==> src/rtl/suidl_pkg.sv <==
package suidl_pkg;

    localparam int KIND_W   = 2;
    localparam int STATUS_W = 3;
    localparam int INDEX_W  = 8;

    typedef enum logic [KIND_W-1:0] {
        KIND_INSERT = 2'd0,
        KIND_READ   = 2'd1,
        KIND_CLEAR  = 2'd2
    } kind_t;

    typedef enum logic [STATUS_W-1:0] {
        ST_DONE  = 3'd0,
        ST_DUP   = 3'd1,
        ST_ZERO  = 3'd2,
        ST_FULL  = 3'd3,
        ST_RANGE = 3'd4
    } status_t;

    typedef enum logic {
        FSM_IDLE  = 1'b0,
        FSM_SWEEP = 1'b1
    } fsm_t;

    // Control part of the request token that walks down the cell chain.
    typedef struct packed {
        logic valid;
        logic is_read;
        logic dup;
    } tok_ctrl_t;

endpackage

==> src/rtl/suidl_cell.sv <==
module suidl_cell #(
    parameter int IDX      = 0,
    parameter int ID_WIDTH = 12,
    parameter int COUNT_W  = 9
) (
    input  logic                  clk,
    input  logic                  rst_n,
    input  logic [COUNT_W-1:0]    count,
    input  suidl_pkg::tok_ctrl_t  in_ctrl,
    input  logic [ID_WIDTH-1:0]   in_id,
    input  logic [COUNT_W-1:0]    in_idx,
    output suidl_pkg::tok_ctrl_t  out_ctrl,
    output logic [ID_WIDTH-1:0]   out_id,
    output logic [COUNT_W-1:0]    out_idx
);
    import suidl_pkg::*;

    localparam logic [COUNT_W-1:0] POS = COUNT_W'(IDX);

    logic [ID_WIDTH-1:0] id_reg;
    logic [ID_WIDTH-1:0] id_next;
    tok_ctrl_t           ctrl_reg;
    tok_ctrl_t           ctrl_next;
    logic [ID_WIDTH-1:0] tok_id_reg;
    logic [ID_WIDTH-1:0] tok_id_next;
    logic [COUNT_W-1:0]  tok_idx_reg;

    // A live insert keeps the smaller of its own entry and the passing id and
    // hands the larger one on; the first empty cell takes what arrives.
    always_comb
    begin
        id_next     = id_reg;
        ctrl_next   = in_ctrl;
        tok_id_next = in_id;
        if (in_ctrl.valid)
        begin
            if (in_ctrl.is_read)
            begin
                if (in_idx == POS)
                begin
                    tok_id_next = id_reg;
                end
            end
            else if (!in_ctrl.dup)
            begin
                if (POS == count)
                begin
                    id_next = in_id;
                end
                else if (POS < count)
                begin
                    if (id_reg == in_id)
                    begin
                        ctrl_next.dup = 1'b1;
                    end
                    else if (id_reg > in_id)
                    begin
                        id_next     = in_id;
                        tok_id_next = id_reg;
                    end
                end
            end
        end
    end

    always_ff @(posedge clk or negedge rst_n)
    begin
        if (!rst_n)
        begin
            ctrl_reg <= '0;
        end
        else
        begin
            ctrl_reg <= ctrl_next;
        end
    end

    always_ff @(posedge clk)
    begin
        id_reg      <= id_next;
        tok_id_reg  <= tok_id_next;
        tok_idx_reg <= in_idx;
    end

    assign out_ctrl = ctrl_reg;
    assign out_id   = tok_id_reg;
    assign out_idx  = tok_idx_reg;

endmodule

==> config.mk <==
export PLATFORM = sky130hd
export DESIGN_NAME = suidl_cell
export DESIGN_NICKNAME = d
export VERILOG_FILES = /design/src/rtl/suidl_pkg.sv /design/src/rtl/suidl_cell.sv
export SDC_FILE = /design/constraint.sdc
export NUM_CORES = 1
export LEC_CHECK = 0
export ABC_AREA = 1
export BUFFER_PORTS_ARGS = -buffer_cell sky130_fd_sc_hd__buf_2
export CELL_PAD_IN_SITES_DETAIL_PLACEMENT = 2
export CELL_PAD_IN_SITES_GLOBAL_PLACEMENT = 2
export CORE_ASPECT_RATIO = 1.5
export CORE_MARGIN = 2
export CORE_UTILIZATION = 32
export CTS_CLUSTER_DIAMETER = 200
export CTS_CLUSTER_SIZE = 30
export DETAILED_ROUTE_END_ITERATION = 8
export PLACE_DENSITY_LB_ADDON = 0.1
export REMOVE_ABC_BUFFERS = 1
export SLEW_MARGIN = 20
export SYNTH_ARGS = -nofsm -noshare
export SYNTH_HDL_FRONTEND = slang
export SYNTH_SLANG_ARGS = --single-unit
==> constraint.sdc <==
create_clock -name clk -period 3.84 [get_ports clk]
set_input_delay 0.768 -clock clk [delete_from_list [all_inputs] [get_ports clk]]
set_output_delay 0.768 -clock clk [all_outputs]
set_load 0.05 [all_outputs]
==> results.yml <==
status:
  outcome: "finished, final reports clean"
timing:
  slew_violations: 0
  setup_violations: 0
  period_needed_ns: 2.48
  setup_tns_ns: 0
  fmax_ghz: 0.404
  finClkSkew_ns: 0.00680
  period_share: 0.645
  hold_violations: 0
  rsz0062_at_grt: "no"
  max_slew_margin: 0.556
  tightest_slew_ns: 0.666
power:
  p_leak_nw: 1.20
  powerDensity_nw_per_um2: 374
  vdd_drop_max_v: 0.000218
  power.total_uw: 911
worst_setup_path:
  r2r_end: "id_reg[3]"
  start_kind: "primary input"
  required_ns: 3.83
  crit_fanout: 14
  r2r_start: "id_reg[11]"
  cp.arrival_ns: 2.47
  path_class: "primary input to flop"
  reg2reg_depth: 10
  reg2reg_slack_ns: 1.58
  endpoint_kind: "flop"
clock_tree:
  clk_pin_slew_ns: 0.08
  htree_levels: 2
  clock_latency_ns: 0.29
  clock_path_buffers: 2
  numClockSinks: 36
  post_cts_resized: 0
  postCtsHoldBufs: 0
  cts_buffers: 5
  cts_tree: "yes"
  cts-root-buf: "clkbuf_8"
  post_cts_buffers: 0
yosys:
  synth.avg_cell_area_um2: 8.58
  syn_inst: 233
  seq_area_frac_synth: 0.428
  synth.distinct_cells: 26
  synth-warning-count: 0
  syn_area_um2: 2000
  ys_ff_latch: 36
global_route:
  met3_usage: 0.0268
  grt-ovfl-total: 0
  grt_pass1_wl_mm: 9.89
  met1_usage: 0.218
  grt_pass1_vias: 2019
  grt_usage: 0.193
  grt_max_degree: 25
  antenna_found_initial: 0
  met2_usage: 0.357
  grt-busiest-layer: "met2"
detailed_routing:
  ant_nets: 0
  wl_per_cell_um: 15.8
  vias_per_cell: 4.93
  drt-pass1-iter-count: 4
  wl_mm: 5.77
  num_vias: 1801
  drtIter0Drc: 32
  drcViolationCount: 0
run:
  max_cap_violations: 0
finish:
  layout.nets: 337
  final_common_cell: "buf_2"
  multi_input_area_um2: 960
  layout.area.seq_um2: 856
  num_antenna_cells: 0
  fillCellCount: 726
  syn2layout_area_growth_pct: 21.7
  layout_common_cells: "buf_2 (58), inv_1 (33), nand2_1 (29), nor2_1 (23), dfxtp_1 (21)"
  layout-drive-gt1-share: 0.375
floorplanning:
  die_area_um2: 6910
  row_count: 35
  dieHeight_um: 101
  core_area_um2: 6090
  io_pins: 59
  start_util: 0.328
  die_w_um: 68.5
placed_design:
  port_buffers: 58
  dp_hpwl_mm: 4.09
  gp_congestion: 0.718
worst_hold_path:
  hold_class: "primary input to asynchronous set/reset pin"
## how the worst max path moves through the flow
stage	slack (ns)	cells past startpoint	endpoint	start
after floorplan	0.89	9	id_reg[0]	in_id[11]
after detailed placement	1.03	12	id_reg[11]	in_id[11]
after global routing	1.18	12	id_reg[3]	in_id[7]
after CTS	1.34	12	id_reg[3]	in_id[7]
after global placement	1.14	12	id_reg[11]	in_id[11]
final	1.36	12	id_reg[3]	in_id[7]
## where the power goes
part           switching, mW  internal (mW)
logic                  0.150         0.0595
registers            0.00515          0.415
clock network          0.152          0.129
total                  0.308          0.603
## synthesized netlist by cell type
library cell | count | area share
nand4_1 | 12 | 0.038
nor4_2 | 1 | 0.0063
dfrtp_1 | 3 | 0.038
a21o_1 | 1 | 0.0038
nand2_1 | 29 | 0.054
nand3_1 | 5 | 0.013
inv_2 | 1 | 0.0019
buf_4 | 2 | 0.0075
nand3_4 | 2 | 0.018
o21ai_0 | 8 | 0.020
clkbuf_1 | 5 | 0.0094
nand3_2 | 10 | 0.050
nand2_2 | 12 | 0.038
nor2_1 | 23 | 0.043
buf_6 | 1 | 0.0056
nor2_2 | 3 | 0.0094
a21oi_2 | 10 | 0.044
nor3_2 | 1 | 0.0050
dfxtp_1 | 21 | 0.21
edfxtp_1 | 12 | 0.18
a21oi_1 | 18 | 0.045
buf_2 | 2 | 0.0050
o21ai_1 | 5 | 0.013
nand4_2 | 1 | 0.0063
inv_1 | 33 | 0.062
ha_1 | 12 | 0.075
## layout make-up
class / instances / area share
multi-input cells: 153 / 0.395
flip-flops and latches: 36 / 0.352
repair buffers: 60 / 0.126
inverters: 34 / 0.0525
well taps: 74 / 0.0381
clock buffers: 5 / 0.0283
clock inverters: 3 / 0.00926
## critical path, stage by stage
cell and delay [ns]:
buf_2 0.11, inv_1 0.06, ha_1 0.30, nand2_1 0.08, nor2_1 0.14, nand2_2 0.08, inv_2 0.06, nand2_2 0.06
nand3_4 0.17, a21oi_1 0.12, nor4_2 0.23, buf_4 0.29
## metrics by stage
stage          utilization  hold WS [ns]  area (um2)  cells  setup WS (ns)
2_1_floorplan            -         0.472        1940    223          0.888
3_3_place_gp         0.385         0.565        2340    357           1.14
3_5_place_dp         0.385         0.567        2340    357           1.03
4_1_cts              0.400         0.242        2430    365           1.34
5_1_grt              0.400         0.236        2430    365           1.18
6_report             0.400         0.253        2430    365           1.36
## layer usage
layer  vias up  share of wire
met5         -              0
li1        884              -
met2        24           0.57
met1       887           0.40
met3         6          0.020
met4         0          0.015
## cell families after synthesis
group,after synthesis,share of synthesized area
and+or+nand+nor,99,0.280
buffers and inverters,44,0.0914
AOI/OAI and AO/OA,42,0.125
DFF,36,0.428
adders and majority gates,12,0.0751
Power figures use the tool's default switching activity.
